$ cat src/rtl/core/line_position_estimator_unit_assert.svh
// ----------------------------------------------------------------------------
// Line position estimator assertion macros
// Shared property forms for the block's concurrent checks.
// ----------------------------------------------------------------------------
`ifndef LINE_POSITION_ESTIMATOR_UNIT_ASSERT_SVH
`define LINE_POSITION_ESTIMATOR_UNIT_ASSERT_SVH

// same-cycle implication, checked on clk, quiet during reset
`define LPE_ASSERT_IMP(name, ante, cons) \
	name: assert property (@(posedge clk) disable iff (!arst_n) (ante) |-> (cons)) \
	else $error("lpe check failed");

// next-cycle implication
`define LPE_ASSERT_NXT(name, ante, cons) \
	name: assert property (@(posedge clk) disable iff (!arst_n) (ante) |=> (cons)) \
	else $error("lpe check failed");

`endif

$ cat src/rtl/core/lpe_pkg.sv
// ----------------------------------------------------------------------------
// Line position estimator package
// Constants, codes and controller/datapath interface types.
// ----------------------------------------------------------------------------
package lpe_pkg;

	localparam int SENSORS       = 8;
	localparam int FULL_SCALE    = 2500;
	localparam int POSITION_UNIT = 1000;

	localparam int RAW_W  = 12;
	localparam int CFG_W  = 13;
	localparam int ERR_W  = 14;
	localparam int IDX_W  = (SENSORS > 1) ? $clog2(SENSORS) : 1;
	// shared divider: dividend holds the weighted position sum, divisor the
	// weight total, quotient the larger of full scale and the last position
	localparam int DVD_W  = 28;
	localparam int DEN_W  = 15;
	localparam int QUO_W  = 13;
	localparam int CNT_W  = $clog2(QUO_W + 1);

	localparam logic [RAW_W-1:0] FS_VAL = RAW_W'(FULL_SCALE);

	typedef enum logic [1:0] {
		REQ_CAL   = 2'd0,
		REQ_READ  = 2'd1,
		REQ_CLEAR = 2'd2,
		REQ_NONE  = 2'd3
	} req_t;

	typedef enum logic [1:0] {
		CFG_IN_LINE = 2'd0,
		CFG_NOISE   = 2'd1,
		CFG_CENTER  = 2'd2,
		CFG_SPARE   = 2'd3
	} cfg_idx_t;

	typedef enum logic [3:0] {
		S_IDLE,
		S_CAL,
		S_CLR,
		S_MAP_PREP,
		S_MAP_GO,
		S_MAP_DIV,
		S_MAP_ACC,
		S_AVG_GO,
		S_AVG_DIV,
		S_DONE
	} state_t;

	typedef struct packed {
		logic load_in;
		logic do_cal;
		logic do_clr;
		logic map_prep;
		logic map_take;
		logic map_acc;
		logic div_start;
		logic sel_avg;
		logic avg_take;
		logic finish;
	} cmd_t;

	typedef struct packed {
		req_t req;
		logic need_div;
		logic idx_last;
		logic need_avg;
		logic div_done;
		logic out_free;
	} stat_t;

	function automatic logic [QUO_W-1:0] pos_weight(input logic [IDX_W-1:0] idx);
		pos_weight = QUO_W'(idx) * QUO_W'(POSITION_UNIT);
	endfunction

endpackage

$ cat src/rtl/core/line_position_estimator_unit.sv
// ----------------------------------------------------------------------------
// Line position estimator
// Calibrated mapping of eight reflectance sensors and line error estimate.
// ----------------------------------------------------------------------------
// channel  | direction | beat contents
// s_axis   | in        | tuser: req_type; tdata: raw_0..raw_7
// m_axis   | out       | tdata: mapped_0..mapped_7, line_error, in_line
// cfg      | in        | cfg_index, cfg_data (register write)
//
// Calibrate returns to ready via the dispatch state, clear also via S_CLR; a
// read maps each sensor, via the shared divider when the raw value is inside
// a non-flat window, then divides for the weighted mean. Reset is asynchronous
// and restores the empty calibration windows at once. A stalled result waits
// in the output register; the next item is taken meanwhile and finishes when it frees.
// ----------------------------------------------------------------------------
`include "line_position_estimator_unit_assert.svh"

module line_position_estimator_unit
	import lpe_pkg::*;
(
	input  logic          clk,
	input  logic          arst_n,
	input  logic          s_axis_tvalid,
	output logic          s_axis_tready,
	input  logic [95:0]   s_axis_tdata,  // raw_0 .. raw_7, 12 bits each
	input  logic [1:0]    s_axis_tuser,  // req_type
	output logic          m_axis_tvalid,
	input  logic          m_axis_tready,
	output logic [111:0]  m_axis_tdata,  // mapped_0 .. mapped_7, line_error, in_line, pad
	input  logic          cfg_valid,
	output logic          cfg_ready,
	input  logic [1:0]    cfg_index,
	input  logic [12:0]   cfg_data
);

	cmd_t              cmd;
	stat_t             stat;
	logic [DVD_W-1:0]  dvd;
	logic [DEN_W-1:0]  dvs;
	logic [QUO_W-1:0]  quo;
	logic              div_busy, div_done;
	logic [110:0]      out_data;

	assign cfg_ready = 1'b1;

	lpe_ctrl u_ctrl (
		.clk      (clk),
		.arst_n   (arst_n),
		.in_valid (s_axis_tvalid),
		.in_ready (s_axis_tready),
		.stat     (stat),
		.cmd      (cmd)
	);

	lpe_divider u_div (
		.clk      (clk),
		.arst_n   (arst_n),
		.start    (cmd.div_start),
		.dividend (dvd),
		.divisor  (dvs),
		.quotient (quo),
		.busy     (div_busy),
		.done     (div_done)
	);

	lpe_datapath u_dp (
		.clk          (clk),
		.arst_n       (arst_n),
		.cmd          (cmd),
		.stat         (stat),
		.in_req       (s_axis_tuser),
		.in_raw       (s_axis_tdata),
		.cfg_we       (cfg_valid & cfg_ready),
		.cfg_idx      (cfg_index),
		.cfg_wdata    (cfg_data),
		.div_dividend (dvd),
		.div_divisor  (dvs),
		.div_quotient (quo),
		.div_done     (div_done),
		.out_valid    (m_axis_tvalid),
		.out_ready    (m_axis_tready),
		.out_data     (out_data)
	);

	assign m_axis_tdata = {1'b0, out_data};

	`LPE_ASSERT_IMP(a_start_idle, cmd.div_start, !div_busy)
	`LPE_ASSERT_NXT(a_start_busy, cmd.div_start, div_busy)
	`LPE_ASSERT_IMP(a_finish_read, cmd.finish, stat.req == REQ_READ)
	`LPE_ASSERT_NXT(a_finish_valid, cmd.finish, m_axis_tvalid)

endmodule

$ cat src/rtl/core/lpe_divider.sv
// ----------------------------------------------------------------------------
// Line position estimator divider
// Restoring divider, one quotient bit per cycle.
// ----------------------------------------------------------------------------
module lpe_divider
	import lpe_pkg::*;
(
	input  logic             clk,
	input  logic             arst_n,
	input  logic             start,
	input  logic [DVD_W-1:0] dividend,
	input  logic [DEN_W-1:0] divisor,
	output logic [QUO_W-1:0] quotient,
	output logic             busy,
	output logic             done
);

	logic [DEN_W-1:0] rem_q;
	logic [DEN_W-1:0] den_q;
	logic [QUO_W-1:0] quo_q;
	logic [CNT_W-1:0] cnt_q;
	logic             busy_q;
	logic             done_q;
	logic [DEN_W:0]   trial;
	logic             fits;

	assign trial = {rem_q, quo_q[QUO_W-1]};
	assign fits  = trial >= {1'b0, den_q};

	always_ff @(posedge clk or negedge arst_n) begin
		if (!arst_n) begin
			busy_q <= 1'b0;
			done_q <= 1'b0;
			cnt_q  <= '0;
		end else begin
			done_q <= 1'b0;
			if (start) begin
				busy_q <= 1'b1;
				cnt_q  <= CNT_W'(QUO_W);
			end else if (busy_q) begin
				cnt_q <= cnt_q - 1'b1;
				if (cnt_q == CNT_W'(1)) begin
					busy_q <= 1'b0;
					done_q <= 1'b1;
				end
			end
		end
	end

	// quotient is known to fit QUO_W bits, so the top slice starts below divisor
	always_ff @(posedge clk) begin
		if (start) begin
			rem_q <= dividend[DVD_W-1:QUO_W];
			quo_q <= dividend[QUO_W-1:0];
			den_q <= divisor;
		end else if (busy_q) begin
			rem_q <= fits ? DEN_W'(trial - {1'b0, den_q}) : trial[DEN_W-1:0];
			quo_q <= {quo_q[QUO_W-2:0], fits};
		end
	end

	assign quotient = quo_q;
	assign busy     = busy_q;
	assign done     = done_q;

endmodule

$ cat src/rtl/core/lpe_ctrl.sv
// ----------------------------------------------------------------------------
// Line position estimator controller
// Sequences calibration, per-sensor mapping, averaging and result output.
// ----------------------------------------------------------------------------
module lpe_ctrl
	import lpe_pkg::*;
(
	input  logic  clk,
	input  logic  arst_n,
	input  logic  in_valid,
	output logic  in_ready,
	input  stat_t stat,
	output cmd_t  cmd
);

	state_t state_q, state_d;

	always_ff @(posedge clk or negedge arst_n) begin
		if (!arst_n) state_q <= S_IDLE;
		else         state_q <= state_d;
	end

	always_comb begin
		state_d  = state_q;
		cmd      = '0;
		in_ready = 1'b0;
		unique case (state_q)
			S_IDLE: begin
				in_ready = 1'b1;
				if (in_valid) begin
					cmd.load_in = 1'b1;
					state_d     = S_CAL;
				end
			end
			S_CAL: begin
				// dispatch on the registered request
				unique case (stat.req)
					REQ_CAL:   begin cmd.do_cal = 1'b1; state_d = S_IDLE; end
					REQ_READ:  state_d = S_MAP_PREP;
					REQ_CLEAR: state_d = S_CLR;
					default:   state_d = S_IDLE;
				endcase
			end
			S_CLR: begin
				cmd.do_clr = 1'b1;
				state_d    = S_IDLE;
			end
			S_MAP_PREP: begin
				cmd.map_prep = 1'b1;
				state_d      = stat.need_div ? S_MAP_GO : S_MAP_ACC;
			end
			S_MAP_GO: begin
				cmd.div_start = 1'b1;
				state_d       = S_MAP_DIV;
			end
			S_MAP_DIV: begin
				if (stat.div_done) begin
					cmd.map_take = 1'b1;
					state_d      = S_MAP_ACC;
				end
			end
			S_MAP_ACC: begin
				cmd.map_acc = 1'b1;
				state_d     = stat.idx_last ? S_AVG_GO : S_MAP_PREP;
			end
			S_AVG_GO: begin
				if (stat.need_avg) begin
					cmd.div_start = 1'b1;
					cmd.sel_avg   = 1'b1;
					state_d       = S_AVG_DIV;
				end else begin
					state_d = S_DONE;
				end
			end
			S_AVG_DIV: begin
				if (stat.div_done) begin
					cmd.avg_take = 1'b1;
					state_d      = S_DONE;
				end
			end
			S_DONE: begin
				// hold until the output register is free
				if (stat.out_free) begin
					cmd.finish = 1'b1;
					state_d    = S_IDLE;
				end
			end
			default: state_d = S_IDLE;
		endcase
	end

endmodule

$ cat src/rtl/core/lpe_datapath.sv
// ----------------------------------------------------------------------------
// Line position estimator datapath
// Calibration windows, mapping, weighted sums, error and output register.
// ----------------------------------------------------------------------------
module lpe_datapath
	import lpe_pkg::*;
(
	input  logic                   clk,
	input  logic                   arst_n,
	input  cmd_t                   cmd,
	output stat_t                  stat,
	input  logic [1:0]             in_req,
	input  logic [8*RAW_W-1:0]     in_raw,
	input  logic                   cfg_we,
	input  logic [1:0]             cfg_idx,
	input  logic [CFG_W-1:0]       cfg_wdata,
	output logic [DVD_W-1:0]       div_dividend,
	output logic [DEN_W-1:0]       div_divisor,
	input  logic [QUO_W-1:0]       div_quotient,
	input  logic                   div_done,
	output logic                   out_valid,
	input  logic                   out_ready,
	output logic [8*RAW_W+ERR_W:0] out_data
);

	logic [RAW_W-1:0]        in_line_th_q, noise_th_q;
	logic [CFG_W-1:0]        center_q;
	req_t                    req_q;
	logic [RAW_W-1:0]        raw_q   [SENSORS];
	logic [RAW_W-1:0]        min_q   [SENSORS];
	logic [RAW_W-1:0]        max_q   [SENSORS];
	logic [RAW_W-1:0]        map_q   [SENSORS];
	logic [IDX_W-1:0]        idx_q;
	logic [DVD_W-1:0]        num_q, wsum_q;
	logic [DEN_W-1:0]        den_q, tot_q;
	logic [RAW_W-1:0]        mval_q;
	logic                    seen_q;
	logic [QUO_W-1:0]        pos_q;
	logic signed [ERR_W-1:0] prev_err_q, err;
	logic                    out_valid_q;
	logic [8*RAW_W+ERR_W:0]  out_data_q;

	logic [RAW_W-1:0]   raw_sel, lo_sel, hi_sel, diff;
	logic [2*RAW_W-1:0] prod;
	logic               below, above, flat;
	logic [8*RAW_W-1:0] map_flat;

	assign raw_sel = raw_q[idx_q];
	assign lo_sel  = min_q[idx_q];
	assign hi_sel  = max_q[idx_q];
	assign below   = raw_sel < lo_sel;
	assign above   = raw_sel > hi_sel;
	assign flat    = hi_sel == lo_sel;
	assign diff    = raw_sel - lo_sel;
	assign prod    = (2*RAW_W)'(diff) * (2*RAW_W)'(FS_VAL);

	assign div_dividend = cmd.sel_avg ? wsum_q : num_q;
	assign div_divisor  = cmd.sel_avg ? tot_q  : den_q;

	always_comb begin
		stat          = '0;
		stat.req      = req_q;
		stat.need_div = !below && !above && !flat;
		stat.idx_last = idx_q == IDX_W'(SENSORS - 1);
		stat.need_avg = seen_q && (tot_q != '0);
		stat.div_done = div_done;
		stat.out_free = !out_valid_q || out_ready;
	end

	always_comb begin
		if (seen_q) begin
			err = ERR_W'($signed({1'b0, pos_q})) - ERR_W'($signed({1'b0, center_q}));
		end else if (prev_err_q > 0) begin
			err = ERR_W'($signed({1'b0, center_q}));
		end else if (prev_err_q < 0) begin
			err = -ERR_W'($signed({1'b0, center_q}));
		end else begin
			err = '0;
		end
	end

	always_comb begin
		map_flat = '0;
		for (int i = 0; i < SENSORS; i++) map_flat[i*RAW_W +: RAW_W] = map_q[i];
	end

	always_ff @(posedge clk or negedge arst_n) begin
		if (!arst_n) begin
			in_line_th_q <= '0;
			noise_th_q   <= '0;
			center_q     <= CFG_W'(3500);
			req_q        <= REQ_NONE;
			idx_q        <= '0;
			seen_q       <= 1'b0;
			prev_err_q   <= '0;
			out_valid_q  <= 1'b0;
			for (int i = 0; i < SENSORS; i++) begin
				min_q[i] <= FS_VAL;
				max_q[i] <= '0;
			end
		end else begin
			if (cfg_we) begin
				unique case (cfg_idx)
					CFG_IN_LINE: in_line_th_q <= cfg_wdata[RAW_W-1:0];
					CFG_NOISE:   noise_th_q   <= cfg_wdata[RAW_W-1:0];
					CFG_CENTER:  center_q     <= cfg_wdata;
					default:     ;
				endcase
			end
			if (cmd.load_in) begin
				req_q  <= req_t'(in_req);
				idx_q  <= '0;
				seen_q <= 1'b0;
			end
			if (cmd.do_cal) begin
				for (int i = 0; i < SENSORS; i++) begin
					if (raw_q[i] < min_q[i])      min_q[i] <= raw_q[i];
					else if (raw_q[i] > max_q[i]) max_q[i] <= raw_q[i];
				end
			end
			if (cmd.do_clr) begin
				for (int i = 0; i < SENSORS; i++) begin
					min_q[i] <= FS_VAL;
					max_q[i] <= '0;
				end
				prev_err_q <= '0;
			end
			if (cmd.map_acc) begin
				if (mval_q > in_line_th_q) seen_q <= 1'b1;
				if (!stat.idx_last) idx_q <= idx_q + 1'b1;
			end
			if (cmd.finish) prev_err_q <= err;
			// drop valid on take, raise on a new result
			if (cmd.finish)     out_valid_q <= 1'b1;
			else if (out_ready) out_valid_q <= 1'b0;
		end
	end

	always_ff @(posedge clk) begin
		if (cmd.load_in) begin
			for (int i = 0; i < SENSORS; i++) begin
				raw_q[i] <= in_raw[i*RAW_W +: RAW_W];
				map_q[i] <= '0;
			end
			wsum_q <= '0;
			tot_q  <= '0;
			pos_q  <= '0;
		end
		if (cmd.map_prep) begin
			num_q  <= DVD_W'(prod);
			den_q  <= DEN_W'(hi_sel - lo_sel);
			// below the minimum wins over above the maximum on an empty window
			mval_q <= (above && !below) ? FS_VAL : '0;
		end
		if (cmd.map_take) mval_q <= div_quotient[RAW_W-1:0];
		if (cmd.map_acc) begin
			map_q[idx_q] <= mval_q;
			if (mval_q > noise_th_q) begin
				wsum_q <= wsum_q + DVD_W'(DVD_W'(mval_q) * DVD_W'(pos_weight(idx_q)));
				tot_q  <= tot_q + DEN_W'(mval_q);
			end
		end
		if (cmd.avg_take) pos_q <= div_quotient;
		if (cmd.finish) out_data_q <= {seen_q, err, map_flat};
	end

	assign out_valid = out_valid_q;
	assign out_data  = out_data_q;

endmodule
$ cat config.mk
export PLATFORM = sky130hd
export DESIGN_NAME = line_position_estimator_unit
export DESIGN_NICKNAME = d
export VERILOG_FILES = /design/src/rtl/core/lpe_pkg.sv /design/src/rtl/core/line_position_estimator_unit.sv /design/src/rtl/core/lpe_divider.sv /design/src/rtl/core/lpe_ctrl.sv /design/src/rtl/core/lpe_datapath.sv
export VERILOG_INCLUDE_DIRS = /design/src /design/src/rtl/core
export SDC_FILE = /design/constraint.sdc
export NUM_CORES = 2
export LEC_CHECK = 0
export BUFFER_PORTS_ARGS = -buffer_cell sky130_fd_sc_hd__clkbuf_2
export CAP_MARGIN = 15
export CORE_MARGIN = 3
export CORE_UTILIZATION = 49
export CTS_CLUSTER_DIAMETER = 60
export DETAILED_ROUTE_END_ITERATION = 10
export MAX_ROUTING_LAYER = met4
export PLACE_DENSITY = 0.66
export SYNTH_ARGS = -nofsm -noshare
export SYNTH_HDL_FRONTEND = slang
export SYNTH_SLANG_ARGS = --single-unit
export TNS_END_PERCENT = 50
$ cat constraint.sdc
create_clock -name clk -period 9.9 [get_ports clk]
set_input_delay 1.485 -clock clk [delete_from_list [all_inputs] [get_ports clk]]
set_output_delay 1.485 -clock clk [all_outputs]
set_load 0.02 [all_outputs]
**After elaboration in Yosys (flattened, before gate mapping)**

Memory sizes are Yosys's and may differ from the RTL's. A register that Yosys moved wholly into a read port is not among the register bits.
Index checks and enable logic that the tools add are counted.
W data, S select, Z words.

- Output and inout port bits: 115
- Register bits after elaboration: 519
- Memory bits (writable): 192
- Word-level logic and storage cells: 266
- Input port bits: 118
- Memories kept: 2

Memories:

| name | words | bits a word | read ports | clocked after Yosys merged registers in | write ports | RTL line | RTL |
|---|---|---|---|---|---|---|---|
| u_dp.map_q | 8 | 12 | 8 | 8 | 8 | lpe_datapath.sv:32 | `logic [RAW_W-1:0] map_q [SENSORS];` |
| u_dp.raw_q | 8 | 12 | 9 | 0 | 8 | lpe_datapath.sv:29 | `logic [RAW_W-1:0] raw_q [SENSORS];` |

- Equality and inequality tests: 28
- Order comparisons: 24
- Bitwise logic cells: 1
- Muxes and demuxes: 105
- $add $sub $neg: 9
- Reduce and logical (&&, ||, !) cells: 56
- Multiply operators: 3

Operators with widths:

| kind | number |
|---|---|
| $mux W12 | 32 |
| $mux W96 | 4 |
| $gt A12 B12 Y1 | 11 |
| $mux W28 | 4 |
| $lt A12 B12 Y1 | 9 |
| $mux W15 | 7 |
| $bmux W12 S3 | 2 |
| $mux W14 | 5 |
| $mux W13 | 4 |
| $reduce_bool A2 Y1 | 22 |
| $pmux W4 S9 | 1 |
| $mux W1 | 31 |
| $add A28 B25 Y28 | 1 |
| $mux W4 | 6 |
| $reduce_and A3 Y1 | 8 |
| $mul A12 B10 Y22 | 1 |
| $mul A12 B10 Y22 const B | 1 |
| $reduce_and A2 Y1 | 11 |
| $ne A2 B2 Y1 const B | 10 |
| $eq A4 B3 Y1 const B | 4 |
| $ge A16 B15 Y1 | 1 |
| $add A15 B12 Y15 | 1 |
| $mux W3 | 5 |
| $reduce_bool A15 Y1 | 1 |
| 30 further kinds | 44 |

**Longest topological paths before layout**

- Depth after elaboration: 10
- Gate-level depth with buffers: 35
- Depth with buffers taken out: 34

**Cells and area by module**

From an unflattened synthesis, not the netlist that was laid out.

- Cell total of the unflattened synthesis: 4108
- Area total of the unflattened synthesis: 44833.0 µm²

By module, submodules not included:

| module | seq. area each (µm²) | cells each | area each (µm²) | instances |
|---|---|---|---|---|
| lpe_datapath | 18108.6 | 3777 | 41503.6 | 1 |
| lpe_divider | 1441.4 | 264 | 2865.2 | 1 |
| lpe_ctrl | 100.1 | 63 | 441.7 | 1 |
| line_position_estimator_unit | 0.0 | 4 | 22.5 | 1 |

**Worst setup path before layout**

No wires, ideal clock.

- Path type: register to register
- Start point: register u_dp.idx_q[1]
- End point: register u_dp.wsum_q[25]
- Cell stages (with the launch flop): 36
- Arrival: 8.698 ns
- Clock period less this slack: 8.818 ns
- Required time: 9.780 ns
- Buffers on the path: 4
- Library setup time: 0.120 ns
- Path slack: 1.082 ns
- Path through: dfrtp_1 -> buf_1 -> clkbuf_1 -> buf_1 -> inv_1 -> fa_1 -> nor2_1 -> nor2_1 -> xnor2_1 -> clkbuf_1 -> nand2_1 -> fa_1 -> fa_1 -> inv_1 -> fa_1 -> fa_1 -> inv_1 -> fa_1 -> inv_1 -> ha_1 -> and2_1 -> o21ai_0 -> o31ai_1 -> o41ai_2 -> o21ai_1 -> a21o_1 -> a21oi_1 -> xnor2_1 -> ha_1 -> a21o_1 -> nor2_1 -> o21ai_0 -> a21o_1 -> a31oi_1 -> nor3_1 -> a211o_1

- Cells in the longest elaborated chain, start to end: 5

RTL lines:

| item | RTL line | RTL |
|---|---|---|
| from (decl) | lpe_datapath.sv:33 | `logic [IDX_W-1:0] idx_q;` |
| from (signal assigned) | lpe_datapath.sv:130 | `if (!stat.idx_last) idx_q <= idx_q + 1'b1;` |
| $mul A3 B7 Y10 | lpe_pkg.sv:74 | `pos_weight = QUO_W'(idx) * QUO_W'(POSITION_UNIT);` |
| $mul A12 B10 Y22 | lpe_datapath.sv:159 | `wsum_q <= wsum_q + DVD_W'(DVD_W'(mval_q) * DVD_W'(pos_weight(idx_q)));` |
| $add A28 B25 Y28 | lpe_datapath.sv:159 |  |
| $mux W28 | lpe_datapath.sv:158 | `if (mval_q > noise_th_q) begin` |
| $mux W28 | lpe_datapath.sv:156 | `if (cmd.map_acc) begin` |
| to (signal assigned) | lpe_datapath.sv:159 |  |
| to (decl) | lpe_datapath.sv:34 | `logic [DVD_W-1:0] num_q, wsum_q;` |

Every way passes these cells.
A chain may end at the register's enable or synchronous reset.

**Worst setup path after layout**

- Start point: register u_dp.idx_q[0]
- End point: register u_dp.wsum_q[25]

The elaborated chain is that of the path after synthesis.

==> reports/metrics.yaml <==
cts:
  post_cts_resized: 0
  cts_hold_buffers: 0
  worstSkewPairLatency_ns: 0.67
  cts_root_buf: "clkbuf_16"
  cts_setup_buffers: 0
  clk_pin_slew_ns: 0.06
  numCtsBuffers: 86
  cts.path.max_buffers: 3
  cts.sinks: 709
  cts_tree: "yes"
  cts_max_level: 3
global_route:
  grt_pass1_vias: 31700
  overflow: 0
  grtUsageTotal: 0.256
  grt_start_max_net_pins: 90
  antenna_found_initial: 0
  grt_pass1_wl_um: 182000
cells_and_area:
  stdcell_count: 5540
  antenna_cells: 0
  nets: 4971
  area_growth_pct: 11.8
  drive_gt1_frac: 0.139
  fillers: 7632
  post-route-util: 0.556
  design_area_mm2: 0.0495
placement:
  place_hpwl_um: 85800
  gp_congestion: 0.921
  place_ws_ns: 0.985
  placed_cell_area_mm2: 0.0466
  port_buffers: 230
  dp_cells: 5378
yosys:
  synth_seq_cells: 709
  synth_area_mm2: 0.0443
  seq_area_frac_synth: 0.444
  synth.avg_cell_area_um2: 10.8
  synth_edf_count: 409
  syn_inst: 4107
  synth.top_cells.by_count: "inv_1, ha_1, edfxtp_1"
  ys_types: 90
  yosysWarnings: 0
  synthArstFlopShare: 0.367
  synth_most_common_cell: "inv_1"
  synth.area.top_cells: "edfxtp_1, ha_1, dfrtp_1"
  yosysTopAreaCell: "edfxtp_1"
  synth_nets: 4775
  ys.flop_type: "edfxtp_1"
  synth_top_area_frac: 0.277
floorplanning:
  dieArea_mm2: 0.0940
  die_x_um: 307
  rows: 109
  ios: 233
  core_mm2: 0.0891
  start_util: 0.497
  die-height_um: 307
power:
  total_power_mw: 6.59
  intPower_mw: 5.10
  p_leak_nw: 22.3
  p_sw_frac: 0.227
  clockPowerShare: 0.481
  p_sw_mw: 1.49
  peakVddDrop_mv: 0.176
  pwr-share-seq: 0.480
  p_comb_frac: 0.039
  power_density_mw_per_mm2: 133
job:
  cap_viol_max_count: 0
critical_path:
  critPathMaxFanout: 12
  slowest_stage: "xnor2_1"
  crit_required_ns: 10.42
  crit_buf_inv: 3
  crit_family: "adder cells"
  cp_slowest_stage_delay_ns: 0.66
  crit_top_cell: "fa_1"
  start_kind: "flop"
  cp.arrival_ns: 9.48
  critPathCaptureType: "flop"
  worstSetupPathType: "flop to flop"
worst_hold_path:
  hold_class: "flop to flop"
route:
  drc: 0
  wl_per_cell_um: 20.9
  vias: 31700
  detail_route.iter0.violations: 2346
  dr.pass1.iters: 7
  viasPerCell: 5.72
  ant_nets: 0
  wl_um: 116000
sta:
  setup_ws_ns: 0.944
  fmax_mhz: 112
  tightest_slew_ns: 1.07
  finalSetupViolCount: 0
  finalMaxSlewViolations: 0
  hold_viol_final: 0
  setup_tns_ns: 0
  finalCritPeriodShare: 0.905
  rsz0062_at_grt: "false"
  relSlewSlack: 0.288
  fin_crit_ns: 8.96
  whs_ns: 0.389
  fin_skew_ns: 0.0435
outcome:
  status: "complete, no violations"
[final cells by class]
cell class,instances,area (um2),share of cell area
Clock buffer,111,2320,0.0468
Clock inverter,49,574,0.0116
Inverter,512,1930,0.0389
Multi-Input combinational cell,2719,22100,0.445
Sequential cell,709,19700,0.397
Tap cell,1165,1460,0.0294
Timing Repair Buffer,275,1530,0.0309
[power by group through the flow]
stage	Sequential (mW)	Combinational [mW]	Clock, mW
final	3.17	0.254	3.17
after global routing	3.17	0.289	3.36
after CTS	3.17	0.256	3.24
after detailed placement	3.22	0.254	0
after global placement	3.22	0.249	0
after floorplan	3.22	0.160	0
[cells in the final DEF, fill, tap and decap left out, types with 60 or more instances in the layout]
master,netlist,layout
inv_1,509,506
ha_1,439,439
edfxtp_1,409,409
nand2_1,349,347
clkbuf_2,0,229
dfrtp_1,211,209
o21ai_0,177,177
a21oi_1,165,164
nor2_1,157,156
a21o_1,149,149
nand3_1,145,145
and2_1,124,124
fa_1,111,111
clkbuf_16,0,87
o31ai_1,79,79
and3_1,75,75
mux4_2,72,72
mux2i_1,69,69
xnor2_1,60,60
[worst register-to-register path, delay by kind of cell, from the launching register on]
| family | cells | cell delay [ns] |
|---|---|---|
| AND/OR/NAND/NOR | 5 | 0.57 |
| buffers and inverters | 3 | 0.16 |
| AO/OA/AOI/OAI | 14 | 2.53 |
| XOR/XNOR | 2 | 0.80 |
| adder cells (fa/ha/maj) | 9 | 4.21 |
| flip-flops | 1 | 0.55 |
[sequential cells by signal, summed over array words and instances, names as in the netlist, 13 cells and up]
name,flops
m_axis_tdata,96
u_div.den_q,15
u_div.quotient,13
u_div.rem_q,15
u_dp.center_q,13
u_dp.den_q,13
u_dp.map_q,96
u_dp.max_q,96
u_dp.min_q,96
u_dp.num_q,22
u_dp.out_data,15
u_dp.pos_q,13
u_dp.prev_err_q,14
u_dp.raw_q,96
u_dp.tot_q,15
u_dp.wsum_q,28
[metal layers]
layer / global-route usage / vias to the layer above / part of all wire
li1: - / 14900 / -
met1: 0.329 / 15500 / 0.42
met2: 0.417 / 990 / 0.48
met3: 0.0320 / 251 / 0.055
met4: 0.101 / 0 / 0.044
met5: - / - / 0
[cells by family after synthesis]
group                    count (synthesis)  share of synthesized area
AO/OA/AOI/OAI                          819                      0.122
AND/OR/NAND/NOR                       1065                      0.118
flip-flops                             709                      0.444
XOR/XNOR                               100                     0.0198
multiplexers                           183                     0.0629
adder cells (fa/ha/maj)                550                      0.174
other                                    2                   0.000170
buffers and inverters                  679                     0.0594
[worst paths after layout]
| check | startpoint | endpoint | slack, ns | depth (start not counted) |
|---|---|---|---|---|
| max | u_dp.idx_q[0]$_DFF_PN0_ | u_dp.wsum_q[25]$_DFF_P_ | 0.94 | 33 |
| min | u_dp.map_q[0][2]$_SDFFCE_PN0P_ | m_axis_tdata[2]$_DFFE_PP_ | 0.39 | 0 |
| max reg2reg | u_dp.idx_q[0]$_DFF_PN0_ | u_dp.wsum_q[25]$_DFF_P_ | 0.94 | 33 |
| min reg2reg | u_dp.map_q[0][2]$_SDFFCE_PN0P_ | m_axis_tdata[2]$_DFFE_PP_ | 0.39 | 0 |
| max in group asynchronous | arst_n | u_dp.min_q[13]$_DFFE_PN0P_ | 6.98 | 3 |
| min in group asynchronous | arst_n | u_dp.max_q[83]$_DFFE_PN0P_ | 0.86 | 1 |
Power figures use the tool's default switching activity.
